===== src/sv/scf_pkg.sv =====
package scf_pkg;

  localparam int VelWidth   = 16;
  localparam int DzWidth    = 16;
  localparam int WeightBits = 16;
  localparam int OutWidth   = 32;

  // wide enough for any negated product of two velocity terms
  localparam int ProdW      = 2 * VelWidth + 2;
  // common width for saturation compares, above ProdW for any VelWidth up to 38
  localparam int WideW      = 80;
  // averaged w squared clamps once |w_here + w_below| reaches 2^SqLimitLog
  localparam int SqLimitLog = 20;
  // one quotient bit per divider stage, the integer bit included
  localparam int DivSteps   = WeightBits + 1;

  typedef enum logic [1:0] {
    PosBottom    = 2'd0,
    PosGeneral   = 2'd1,
    PosSecondTop = 2'd2,
    PosTop       = 2'd3
  } scf_pos_e;

  typedef struct packed {
    scf_pos_e                    position;
    logic signed [VelWidth-1:0] u_here;
    logic signed [VelWidth-1:0] v_here;
    logic signed [VelWidth-1:0] w_here;
    logic signed [VelWidth-1:0] u_above;
    logic signed [VelWidth-1:0] v_above;
    logic signed [VelWidth-1:0] w_below;
    logic        [DzWidth-1:0]  dz_below;
    logic        [DzWidth-1:0]  dz_here;
  } scf_in_t;

  typedef struct packed {
    logic signed [OutWidth-1:0] flux_xx;
    logic signed [OutWidth-1:0] flux_xy;
    logic signed [OutWidth-1:0] flux_yy;
    logic signed [OutWidth-1:0] flux_xz;
    logic signed [OutWidth-1:0] flux_yz;
    logic signed [OutWidth-1:0] flux_zz;
    logic                       xz_valid;
  } scf_out_t;

  // clamp a wide signed value to the output range
  function automatic logic signed [OutWidth-1:0] sat_out(logic signed [ProdW-1:0] x);
    logic signed [WideW-1:0] xw;
    logic signed [WideW-1:0] hi;
    logic signed [WideW-1:0] lo;
    xw = WideW'(x);
    hi = WideW'(signed'({1'b0, {(OutWidth-1){1'b1}}}));
    lo = WideW'(signed'({1'b1, {(OutWidth-1){1'b0}}}));
    if (xw > hi) begin
      sat_out = {1'b0, {(OutWidth-1){1'b1}}};
    end else if (xw < lo) begin
      sat_out = {1'b1, {(OutWidth-1){1'b0}}};
    end else begin
      sat_out = xw[OutWidth-1:0];
    end
  endfunction

endpackage


===== src/sv/scf_div.sv =====
// Pipelined restoring divider for the interpolation weight:
// quot = floor(num * 2^WeightBits / den), with num <= den; 0 when den is 0.
module scf_div import scf_pkg::*; (
  input  logic               clk_i,
  input  logic               rst_ni,
  input  logic               valid_i,
  input  logic [DzWidth-1:0] num_i,
  input  logic [DzWidth:0]   den_i,
  output logic               valid_o,
  output logic [WeightBits:0] quot_o
);

  logic [DzWidth+1:0]  rem_q  [DivSteps];
  logic [WeightBits:0] quo_q  [DivSteps];
  logic [DzWidth:0]    den_q  [DivSteps];
  logic                zero_q [DivSteps];
  logic                vld_q  [DivSteps];

  for (genvar k = 0; k < DivSteps; k++) begin : g_step
    logic [DzWidth+1:0]  part;
    logic [DzWidth:0]    den;
    logic [WeightBits:0] quo_in;
    logic                zero;
    logic                vld;
    logic                hit;
    logic [DzWidth+1:0]  rem_d;
    logic [WeightBits:0] quo_d;

    if (k == 0) begin : g_first
      assign part   = {2'b00, num_i};
      assign den    = den_i;
      assign quo_in = '0;
      assign zero   = (den_i == '0);
      assign vld    = valid_i;
    end else begin : g_rest
      assign part   = {rem_q[k-1][DzWidth:0], 1'b0};
      assign den    = den_q[k-1];
      assign quo_in = quo_q[k-1];
      assign zero   = zero_q[k-1];
      assign vld    = vld_q[k-1];
    end

    always_comb begin
      hit   = (part >= {1'b0, den});
      rem_d = hit ? (part - {1'b0, den}) : part;
      quo_d = quo_in;
      quo_d[WeightBits-k] = hit;
    end

    always_ff @(posedge clk_i or negedge rst_ni) begin
      if (!rst_ni) begin
        vld_q[k] <= 1'b0;
      end else begin
        vld_q[k] <= vld;
      end
    end

    always_ff @(posedge clk_i) begin
      rem_q[k]  <= rem_d;
      quo_q[k]  <= quo_d;
      den_q[k]  <= den;
      zero_q[k] <= zero;
    end
  end

  assign valid_o = vld_q[DivSteps-1];
  assign quot_o  = zero_q[DivSteps-1] ? '0 : quo_q[DivSteps-1];

endmodule


===== config.mk =====
export PLATFORM = sky130hd
export DESIGN_NAME = scf_div
export DESIGN_NICKNAME = d
export VERILOG_FILES = /design/src/sv/scf_pkg.sv /design/src/sv/scf_div.sv
export SDC_FILE = /design/constraint.sdc
export NUM_CORES = 1
export LEC_CHECK = 0
export BUFFER_PORTS_ARGS = -buffer_cell sky130_fd_sc_hd__buf_2
export CELL_PAD_IN_SITES_DETAIL_PLACEMENT = 1
export CELL_PAD_IN_SITES_GLOBAL_PLACEMENT = 1
export CORE_MARGIN = 2
export CORE_UTILIZATION = 40
export CTS_CLUSTER_SIZE = 30
export DETAILED_ROUTE_END_ITERATION = 6
export HOLD_SLACK_MARGIN = 0.06
export PLACE_DENSITY_LB_ADDON = 0.1
export SYNTH_ARGS = -nofsm -noshare
export SYNTH_HDL_FRONTEND = slang
export SYNTH_SLANG_ARGS = --single-unit

===== constraint.sdc =====
create_clock -name clk_i -period 8.31 [get_ports clk_i]
set_input_delay 0.4155 -clock clk_i [delete_from_list [all_inputs] [get_ports clk_i]]
set_output_delay 0.4155 -clock clk_i [all_outputs]
set_load 0.005 [all_outputs]

Yosys cells after proc, flatten, opt, wreduce, memory -nomap -nowiden
Memory sizes are Yosys's and may differ from the RTL's.
Index checks and enable logic that the tools add are counted.
{"block": "totals", "ff_bits": 17, "ramBits": 901, "inputBits": 36, "out_inout_bits": 18, "elab_cells": 74, "mem_count": 4}
{"memory": "rem_q", "words": 17, "width": 18, "rd": 16, "rd_clocked_by_memory_dff": 0, "wr": 17, "line_no": "scf_div.sv:13", "rtl": "logic [DzWidth+1:0] rem_q [DivSteps];"}
{"memory": "den_q", "words": 17, "width": 17, "rd": 16, "rd_clocked_by_memory_dff": 0, "wr": 17, "line_no": "scf_div.sv:15", "rtl": "logic [DzWidth:0] den_q [DivSteps];"}
{"memory": "quo_q", "words": 17, "width": 17, "rd": 17, "rd_clocked_by_memory_dff": 0, "wr": 17, "line_no": "scf_div.sv:14", "rtl": "logic [WeightBits:0] quo_q [DivSteps];"}
{"memory": "zero_q", "words": 17, "width": 1, "rd": 17, "rd_clocked_by_memory_dff": 0, "wr": 17, "line_no": "scf_div.sv:16", "rtl": "logic zero_q [DivSteps];"}
{"block": "classes", "add_sub_neg": 17, "magnitude_cmp": 17, "muxes": 18, "n_reduce_logical": 1}
{"op": "2-to-1 mux 18 bit", "count": 17}
{"op": ">= comparator 18 x 17 -> 1 bit", "count": 16}
{"op": "subtractor 18 x 17 -> 18 bit", "count": 16}
{"op": "subtractor 16 x 17 -> 18 bit", "count": 1}
{"op": ">= comparator 16 x 17 -> 1 bit", "count": 1}
{"op": "zero test 17 bit", "count": 1}
{"op": "2-to-1 mux 17 bit", "count": 1}

Depth between registers and ports, before layout
Gate-level depths: netlist (run 1).
An unclocked memory read counts as a cell.
{"block": "logic_depth", "ltp_word": 3, "depth_mapped": 12, "mapped_depth_nobuf": 11}

Worst setup path before layout (run 1)
Ideal clock, no wire load.
{"block": "synth_timing", "path_kind": "reg2reg", "from": "mem rem_q[0][234] (netlist name)", "to": "mem rem_q[0][266] (netlist name)", "setup_ns": 0.121, "t_arrival_ns": 2.502, "t_required_ns": 8.189, "path_slack_ns": 5.687, "stages_incl_launch_ff": 13, "n_path_buf": 2, "synth_period_minus_slack_ns": 2.623, "cell_sequence": "dfxtp_1 > inv_1 > fa_1 > nor2b_1 > o31a_1 > nor4_4 > o31ai_2 > o211a_1 > buf_6 > nor2_8 > inv_4 > buf_6 > mux2_4"}
{"element": "start: declaration", "line_no": "scf_div.sv:13"}

==> run metrics, run 1 <==
Yosys Warn Count 0; share of power burned in registers 0.331; Initial Util 0.402; global-route wire length before repair 133 mm; Synth area leaders dfxtp_1 44%, ha_1 11%, inv_1 4.1%, a21oi_1 3.8%, o21ai_0 2.8%; critical path required time 8.84 ns; final setup margin 4.49 ns; num ports 54; Tot GR Track Use 0.197; met3 GRT Util 0.0261; Clk pin slew, worst setup/hold paths 0.07 ns; Mapped Cells 3372; Critical Path Source Type flip-flop; EDFF count, synth 0; Net Sw Frac 0.380; worst reg-to-reg path cell count 10; DRT Pass-1 Iters 5; Unique masters post-synth 85; Root Driver clkbuf_16; ant diodes 0; Setup CP Type reg -> reg; Highest Clock Rate 262 MHz; area leader, netlist dfxtp_1; TritonCTS clock tree yes; endpoint class of the critical path flip-flop; TNS Setup 0 ns; asr flop ratio synth 0.0233; Mapped Nets 3711; outcome finished clean; grt met2 use 0.338; clock group share of total power 0.234; crit share post-route 0.460; Seq/Total Area, Yosys 0.457; RSZ-0062 raised after global routing no; met1 Usage GRT 0.259; Slew headroom 0.239; post-route cell area 0.0367 mm^2; vias in the first global route 25200; number of synthesized register bits 731; ratio of cells with drive above 1 in the final layout 0.0707; Setup WS pre-CTS 4.45 ns; Row Count 104; area of the mapped netlist 0.0322 mm^2; Hold Path Class in -> async; Sw Pwr 5.97 mW; total power 15.7 mW; Routed Antenna Nets 0; initial antenna violation count 1; Residual DRC 0; worst vdd ir 0.186 mV; Final min period 3.82 ns; internal power 9.72 mW; chip height 288 um; Post-CTS Setup Bufs 0; leakage 16.5 nW; Slew Viols, Final 0; Die W 288 um; clock buffer depth 3; Mean Syn Cell Area 9.54 um^2; placer congestion estimate 0.876; Layout area overhead 14.0%; max cap viols 0; drt initial violations 964; Hold Slack 0.262 ns; Via-to-Cell Ratio 5.16; nets 3837; predominant post-synthesis flop cell dfxtp_1; final setup vio count 0; Final Hold Fails 0; gr busiest metal met2; clock sink total 731; Comb pwr share 0.435; WL per Instance 17.7 um; core area 0.0800 mm^2; latest clock arrival within the worst-skew pair 0.61 ns; total wire length 81.6 mm; H-tree depth 3; largest net degree at the start of global routing 34; HPWL Detailed 63.7 mm; Slew @ Worst Pin 1.14 ns; PortBufs 53; Num CTS Buffers 82; DP Area 0.0335 mm^2; grt total ovfl 0; Worst Path Max Fanout 27; vias 23900; Yosys top cell area share 0.444; pwr dens 428 mW/mm^2; CP arrival 4.35 ns; Setup Skew 0.0172 ns; die area 0.0827 mm^2
-- worst max-delay path: stages, from the launching register on --
cell and delay (ns):
dfxtp_1 0.32, inv_1 0.04, ha_1 0.34, nor2b_1 0.17, o31a_1 0.28, o31ai_1 0.50, nand3_1 0.15, a31oi_1 0.92
inv_2 0.47, and4_1 0.36, nor3_1 0.15
-- registers in the layout (all words and copies together) (netlist names) --
| signal | flops |
|---|---|
| g_step.vld | 16 |
| den_q | 272 |
| valid_o | 1 |
| zero_q | 17 |
| rem_q | 272 |
| quo_q | 153 |
-- cell usage after synthesis, drive strengths merged, types with 60 or more instances --
master,number
o21a,73
xor2,70
a21oi,247
nand2b,60
nor3,73
ha,287
nand3,65
mux2,67
inv,369
nor2,221
a21o,75
xnor2,92
nand2,192
dfxtp,714
o21ai,201
-- area by class of cell --
type / instances / area, um^2
Sequential cell: 731 / 14700
Inverter: 369 / 1390
Multi-Input combinational cell: 2221 / 15800
Clock buffer: 115 / 2380
Fill cell: 9097 / 43300
Clock inverter: 33 / 412
Timing Repair Buffer: 93 / 653
Tap cell: 1060 / 1330
-- final timing paths --
path	start	to	slack [ns]
max	den_q[0][240]$_DFF_P_	rem_q[0][284]$_DFF_P_	4.49
min	rst_ni	g_step[2].vld$_DFF_PN0_	0.26
max reg2reg	den_q[0][240]$_DFF_P_	rem_q[0][284]$_DFF_P_	4.49
min reg2reg	quo_q[14][9]$_DFF_P_	quo_q[15][9]$_DFF_P_	0.32
max in group asynchronous	rst_ni	g_step[7].vld$_DFF_PN0_	7.78
min in group clk_i	quo_q[14][9]$_DFF_P_	quo_q[15][9]$_DFF_P_	0.32
-- logic make-up (layout without fill, tap and decap cells) --
group / after synthesis / after routing / synth area share
flops: 731 / 731 / 0.457
buf+inv: 420 / 610 / 0.0511
fa+ha+maj: 303 / 303 / 0.122
simple gates: 801 / 801 / 0.122
compound gates: 886 / 886 / 0.179
mux: 69 / 69 / 0.0243
xor+xnor: 162 / 162 / 0.0441
-- per-layer routing --
metal | up-vias | routed length (um) | share of wire
met4 | 0 | 1720 | 0.021
met5 | - | 0 | 0
met3 | 111 | 2510 | 0.031
li1 | 12000 | - | -
met1 | 11500 | 38500 | 0.47
met2 | 292 | 38900 | 0.48
-- cell usage in the layout, fill, tap and decap left out, types with 17 or more instances in the layout --
master / netlist / layout
dfxtp_1: 714 / 714
inv_1: 353 / 353
ha_1: 287 / 287
a21oi_1: 245 / 245
nor2_1: 216 / 216
nand2_1: 192 / 192
o21ai_0: 177 / 177
xnor2_1: 92 / 92
clkbuf_16: 0 / 84
a21o_1: 75 / 75
o21a_1: 73 / 73
nor3_1: 73 / 73
xor2_1: 70 / 70
nand3_1: 65 / 65
nand2b_1: 60 / 60
mux2_1: 57 / 57
buf_2: 19 / 53
nor2b_1: 52 / 52
o31ai_1: 44 / 44
a211oi_1: 43 / 43
nand4_1: 35 / 35
dlygate4sd3_1: 0 / 35
a31oi_1: 33 / 33
and2_1: 30 / 30
o31a_1: 26 / 26
o21bai_1: 24 / 24
o21ai_1: 24 / 24
dfrtp_1: 17 / 17
-- power by group through the flow --
stage	sequential (mW)	clock [mW]	combinational, mW
after detailed placement	5.28	0	6.77
after CTS	5.23	3.80	6.84
after global routing	5.31	3.95	7.67
final	5.20	3.67	6.82
after global placement	5.28	0	6.59
after floorplan	4.99	0	5.27
-- stage by stage --
step	utilization	std cells
after floorplan	-	3372
after global placement	0.419	4439
after detailed placement	0.419	4439
after CTS	0.458	4622
after global routing	0.458	4622
final	0.458	4622
-- repair_timing --
item,in CTS,in global routing
hold endpoints to repair,51,0
hold buffers,35,0
gates resized for setup,0,0
(Power assumes the default switching activity.)
==> run 2, diff against run 1 <==
==> constraint.sdc (replaced) <==
create_clock -name clk_i -period 4 [get_ports clk_i]
set_input_delay 0.2 -clock clk_i [delete_from_list [all_inputs] [get_ports clk_i]]
set_output_delay 0.2 -clock clk_i [all_outputs]
set_load 0.005 [all_outputs]
==> run 2 against run 1 <==
Net effect: sequential power up 110%; critical endpoint is now rem_q[0][264]$_DFF_P_; maximum frequency up 20%; non-clock buffer count up 7; largest power group unchanged; power up 110%; register-to-register slack worse by 3.7 ns; critical path depth unchanged; die area unchanged.
==> run metrics, run 2 (synthesis gave the netlist of run 1 again) <==
placer congestion estimate 0.893 (+2.0%); nets 3843 (+0.16%); Die W 288 um (unchanged); endpoint class of the critical path flip-flop; DRT Pass-1 Iters 5 (unchanged); TNS Setup 0 ns (unchanged); ratio of cells with drive above 1 in the final layout 0.0734 (+0.00264); H-tree depth 3 (unchanged); internal power 20.3 mW (+110%); placed cell count 4445 (+0.14%); ant diodes 0 (unchanged); Setup Skew 0.0246 ns (+0.00735 ns); total wire length 82.0 mm (+0.55%); Non-Filler Instances 4630 (+0.17%); hold path depth 2; Slew Viols, Final 0 (unchanged); TritonCTS clock tree yes; initial antenna violation count 2 (+1); max cap viols 0 (unchanged); Net Sw Frac 0.379 (-0.00122); Residual DRC 0 (unchanged); vias 23900 (+0.34%); commonest non-fill, non-tap cell in the layout dfxtp_1; clock sink total 731 (unchanged); pwr dens 890 mW/mm^2 (+110%); PortBufs 53 (unchanged); outcome finished clean; Sw Pwr 12.4 mW (+110%); critical path, cell by cell inv_1 > fa_1 > nor2b_1 > o31a_1 > nor4_4 > o31ai_2 > o211a_1 > nor2_8 > inv_4 > mux2_1; CP Depth 10 (unchanged); worst reg-to-reg path cell count 10 (unchanged); Num CTS Buffers 81 (-1.2%); CP max stage cell o211a_1; biggest regs den_q x272, rem_q x272, quo_q x153; Row Count 104 (unchanged); global-route wire length before repair 134 mm (+0.82%); Slew @ Worst Pin 0.955 ns (-0.187 ns); Clk pin slew, worst setup/hold paths 0.06 ns (about the same); HPWL Detailed 63.7 mm (about the same); Initial Util 0.402 (unchanged); Setup CP Type reg -> reg; Worst Path Max Fanout 16 (-41%); Comb pwr share 0.432 (-0.003); Slew headroom 0.363 (+0.125); clock group share of total power 0.237 (+0.003); latest clock arrival within the worst-skew pair 0.63 ns (+0.02 ns); die area 0.0827 mm^2 (unchanged); WL per Instance 17.7 um (+0.38%); grt total ovfl 0 (unchanged); fillers 9012 (-0.93%); Root Driver clkbuf_16; leakage 16.6 nW (+0.45%); CP arrival 3.71 ns (-0.64 ns); vias in the first global route 25300 (+0.29%); Via-to-Cell Ratio 5.17 (+0.17%); chip height 288 um (unchanged); Layout area overhead 14.3%; largest net degree at the start of global routing 34 (unchanged); num ports 54 (unchanged); Final Hold Fails 0 (unchanged); crit share post-route 0.799 (+0.339); drt initial violations 1091 (+13%); Highest Clock Rate 313 MHz (+20%); max incr delay on CP 0.58 ns (-0.34 ns); CP Buf/Inv Count 2 (unchanged); RSZ-0062 raised after global routing no; clock buffer depth 3 (unchanged); Critical Path Source Type flip-flop; worst vdd ir 0.422 mV (+130%); share of power burned in registers 0.331 (about the same); Routed Antenna Nets 0 (unchanged); Tot GR Track Use 0.200 (+0.00217); Final min period 3.20 ns (-0.625 ns); Crit path max-delay family compound AO/OA/AOI/OAI gates; Hold Path Class in -> reg; core area 0.0800 mm^2 (unchanged); most frequent cells in the layout 714 x dfxtp_1, 353 x inv_1, 287 x ha_1, 245 x a21oi_1, 216 x nor2_1; final setup vio count 0 (unchanged); critical path required time 4.51 ns (-4.33 ns)
[run 2: changes by cell type in the layout (fill, tap and decap cells not counted), sizes merged]
cell	delta
clkbuf	-3
inv	+4
bufinv	+2
clkinv	+3
buf	+6
dlygate4sd3	+1
clkinvlp	-5
[run 2: final timing paths]
| kind | slack (ns) | end | start |
|---|---|---|---|
| max | 0.80 | rem_q[0][264]$_DFF_P_ | rem_q[0][234]$_SDFF_PN0_ |
| min | 0.22 | g_step[1].vld$_DFF_PN0_ | valid_i |
| max reg2reg | 0.80 | rem_q[0][264]$_DFF_P_ | rem_q[0][234]$_SDFF_PN0_ |
| min reg2reg | 0.32 | quo_q[5][12]$_DFF_P_ | quo_q[4][12]$_DFF_P_ |
| max in group asynchronous | 2.84 | g_step[4].vld$_DFF_PN0_ | rst_ni |
| min in group asynchronous | 0.71 | g_step[16].vld$_DFF_PN0_ | rst_ni |
[run 2: per-layer routing]
layer	track usage	share of wire
met1	0.265	0.48
met2	0.336	0.47
met3	0.0296	0.032
met4	0.0555	0.022
met5	0	0
[run 2: metrics by stage]
step                 util  hold slack [ns]  power (mW)  worst slack (ns)  cell area, um^2
CTS                 0.459            0.183        33.1             0.799            36800
global placement    0.420            0.111        24.6             0.875            33600
floorplan               -          -0.0956        21.3              1.38            32200
detailed placement  0.420            0.137        25.0             0.838            33600
global route        0.459            0.212        35.3             0.527            36800
finish              0.459            0.219        32.7             0.805            36800
[run 2: cell type report]
class / count / area, um^2 / area share
inverter: 369 / 1390 / 0.0377
multi-input combinational: 2221 / 15800 / 0.430
timing repair buffer: 100 / 708 / 0.0193
clock inverter: 37 / 463 / 0.0126
tap: 1060 / 1330 / 0.0361
clock buffer: 112 / 2340 / 0.0638
sequential: 731 / 14700 / 0.400
[run 2: power groups by stage]
stage / Sequential [mW] / Clock (mW) / Combinational [mW]
2_1_floorplan: 10.4 / 0 / 11.0
5_1_grt: 11.1 / 8.32 / 16.0
4_1_cts: 10.9 / 7.99 / 14.2
3_5_place_dp: 11.0 / 0 / 14.0
3_3_place_gp: 11.0 / 0 / 13.6
6_report: 10.8 / 7.74 / 14.1
[run 2: what timing repair did]
| action | 4_1_cts | 5_1_grt |
|---|---|---|
| hold buffers | 36 | 0 |
| resized for setup | 0 | 0 |
| setup buffers | 0 | 0 |
| endpoints found under the hold margin | 53 | 0 |
==> run 3, diff against run 2 <==
==> constraint.sdc (replaced) <==
create_clock -name clk_i -period 3.2 [get_ports clk_i]
set_input_delay 0.16 -clock clk_i [delete_from_list [all_inputs] [get_ports clk_i]]
set_output_delay 0.16 -clock clk_i [all_outputs]
set_load 0.005 [all_outputs]
==> run 3 against run 2 <==
Net effect: utilization is 0.30 points higher; global-route usage is 0.23 points lower; worst hold slack worse by 0.038 ns; first-iteration DRC count is 7.8% lower; highest routed layer unchanged; sequential share of layout area is 0.26 points lower; combinational power is 27% higher; maximum frequency is 6.0% higher; critical path depth is 1 lower.
==> run metrics, run 3 (synthesis gave the netlist of run 1 again) <==
outcome finished clean; ratio of cells with drive above 1 in the final layout 0.0810 (+0.00758); Crit path max-delay family compound AO/OA/AOI/OAI gates; TritonCTS clock tree yes; Die W 288 um (unchanged); R2R setup slack 0.19 ns (-0.62 ns); vias in the first global route 25200 (-0.66%); ant diodes 0 (unchanged); critical path required time 3.71 ns (-0.80 ns); Final min period 3.01 ns (-0.180 ns); biggest regs den_q x272, rem_q x272, quo_q x153; die area 0.0827 mm^2 (unchanged); Via-to-Cell Ratio 5.16 (-0.18%); RR Startpoint rem_q[0][180]$_SDFF_PN0_; post-CTS sizing 0 (unchanged); final setup margin 0.185 ns (-0.620 ns); critical path, cell by cell inv_1 > fa_1 > nand2b_1 > a211oi_1 > o41a_1 > a2111oi_0 > o211a_2 > or4_1 > o221a_2; worst vdd ir 0.412 mV (-2.2%); Root Driver clkbuf_16; Critical R2R Capture rem_q[0][213]$_DFF_P_; Num CTS Buffers 82 (+1.2%); chip height 288 um (unchanged); DRT Pass-1 Iters 5 (unchanged); PortBufs 53 (unchanged); CP max stage cell or4_1; Slew @ Worst Pin 0.763 ns (-0.192 ns); largest net degree at the start of global routing 25 (-26%); WL per Instance 17.5 um (-0.97%); core area 0.0800 mm^2 (unchanged); total wire length 81.7 mm (-0.45%); Non-Filler Instances 4654 (+0.52%); Clk pin slew, worst setup/hold paths 0.06 ns (about the same); leakage 16.7 nW (+0.65%); pwr dens 1110 mW/mm^2 (+25%); Layout area overhead 15.0%; crit share post-route 0.942 (+0.143); max cap viols 0 (unchanged); placed cell count 4467 (+0.49%); latest clock arrival within the worst-skew pair 0.62 ns (about the same); crit path capture rem_q[0][213]$_DFF_P_; Setup CP Type reg -> reg; clock buffer depth 3 (unchanged); area of the multi-input gates 0.0158 mm^2 (unchanged); Routed Antenna Nets 0 (unchanged); H-tree depth 3 (unchanged); max incr delay on CP 0.52 ns (-0.06 ns); fin util 0.462 (+0.00297); HPWL Detailed 64.5 mm (+1.2%); Hold Path Class in -> reg; global-route wire length before repair 132 mm (-0.87%); commonest non-fill, non-tap cell in the layout dfxtp_1; placer congestion estimate 0.886 (-0.84%); FF/Latch Area 0.0147 mm^2 (unchanged); Tot GR Track Use 0.197 (-0.00228); num ports 54 (unchanged); most frequent cells in the layout 714 x dfxtp_1, 353 x inv_1, 287 x ha_1, 245 x a21oi_1, 216 x nor2_1; grt total ovfl 0 (unchanged); fillers 9062 (+0.55%); CP Depth 9 (-1); Final Hold Fails 0 (unchanged); Residual DRC 0 (unchanged); Worst Setup SP rem_q[0][180]$_SDFF_PN0_; Worst Path Max Fanout 9 (-7); nets 3866 (+0.60%); clock sink total 731 (unchanged); vias 24000 (+0.34%); RSZ-0062 raised after global routing no; CP arrival 3.53 ns (-0.18 ns); Critical Path Source Type flip-flop; final setup vio count 0 (unchanged); worst reg-to-reg path cell count 9 (-1); Row Count 104 (unchanged); Setup Skew 0.0167 ns (-0.00789 ns); drt initial violations 1006 (-7.8%); Initial Util 0.402 (unchanged); TNS Setup 0 ns (unchanged); initial antenna violation count 2 (unchanged); Highest Clock Rate 332 MHz (+6.0%); Slew headroom 0.486 (+0.123); endpoint class of the critical path flip-flop; Slew Viols, Final 0 (unchanged); Setup WS pre-CTS 0.253 ns (-0.585 ns); CP Buf/Inv Count 1 (-1)
[run 3: how the worst min path moves through the flow]
stage / from / endpoint / slack (ns) / depth (start not counted)
after floorplan: rst_ni / g_step[10].vld$_DFF_PN0_ / -0.14 / 0
after global placement: rst_ni / g_step[3].vld$_DFF_PN0_ / 0.07 / 1
after detailed placement: rst_ni / g_step[4].vld$_DFF_PN0_ / 0.1 / 1
after CTS: valid_i / g_step[1].vld$_DFF_PN0_ / 0.14 / 2
after global routing: valid_i / g_step[1].vld$_DFF_PN0_ / 0.18 / 2
final: valid_i / g_step[1].vld$_DFF_PN0_ / 0.18 / 2
[run 3: power breakdown]
part | switching, mW | leakage, nW | internal [mW]
clock | 3.89 | 1.40 | 5.88
sequential | 1.55 | 6.21 | 12.0
combinational | 10.2 | 9.07 | 7.66
[run 3: through the flow]
stage / hold WS (ns) / cell area [um^2] / power [mW]
2_1_floorplan: -0.136 / 32200 / 26.7
3_3_place_gp: 0.0707 / 33800 / 31.0
3_5_place_dp: 0.0961 / 33800 / 31.5
4_1_cts: 0.141 / 37000 / 41.6
5_1_grt: 0.185 / 37000 / 44.4
6_report: 0.181 / 37000 / 41.2
[run 3: per-layer routing]
layer  track usage  share of wire  up-vias
met5             0              0        -
met4        0.0560          0.021        0
met3        0.0244          0.026      126
met2         0.336           0.47      276
met1         0.262           0.48    11600
li1              -              -    12100
[run 3: worst register-to-register path: cells and delay by family, from the launching register on]
family / cells / cell delay [ns]
compound gates: 5 / 1.28
flops: 1 / 0.36
simple gates: 2 / 0.70
fa+ha+maj: 1 / 0.46
buf+inv: 1 / 0.09
[run 3: layout make-up]
class	instances	share of cell area
Timing Repair Buffer	122	0.0236
Multi-Input combinational cell	2221	0.427
Clock buffer	102	0.0610
Tap cell	1060	0.0358
Clock inverter	49	0.0168
Sequential cell	731	0.398
Inverter	369	0.0375
[run 3: what timing repair did]
| action | CTS | global route |
|---|---|---|
| hold buffers | 36 | 0 |
| setup endpoints to repair | 0 | 0 |
| setup buffers | 0 | 0 |
| hold endpoints to repair | 53 | 0 |
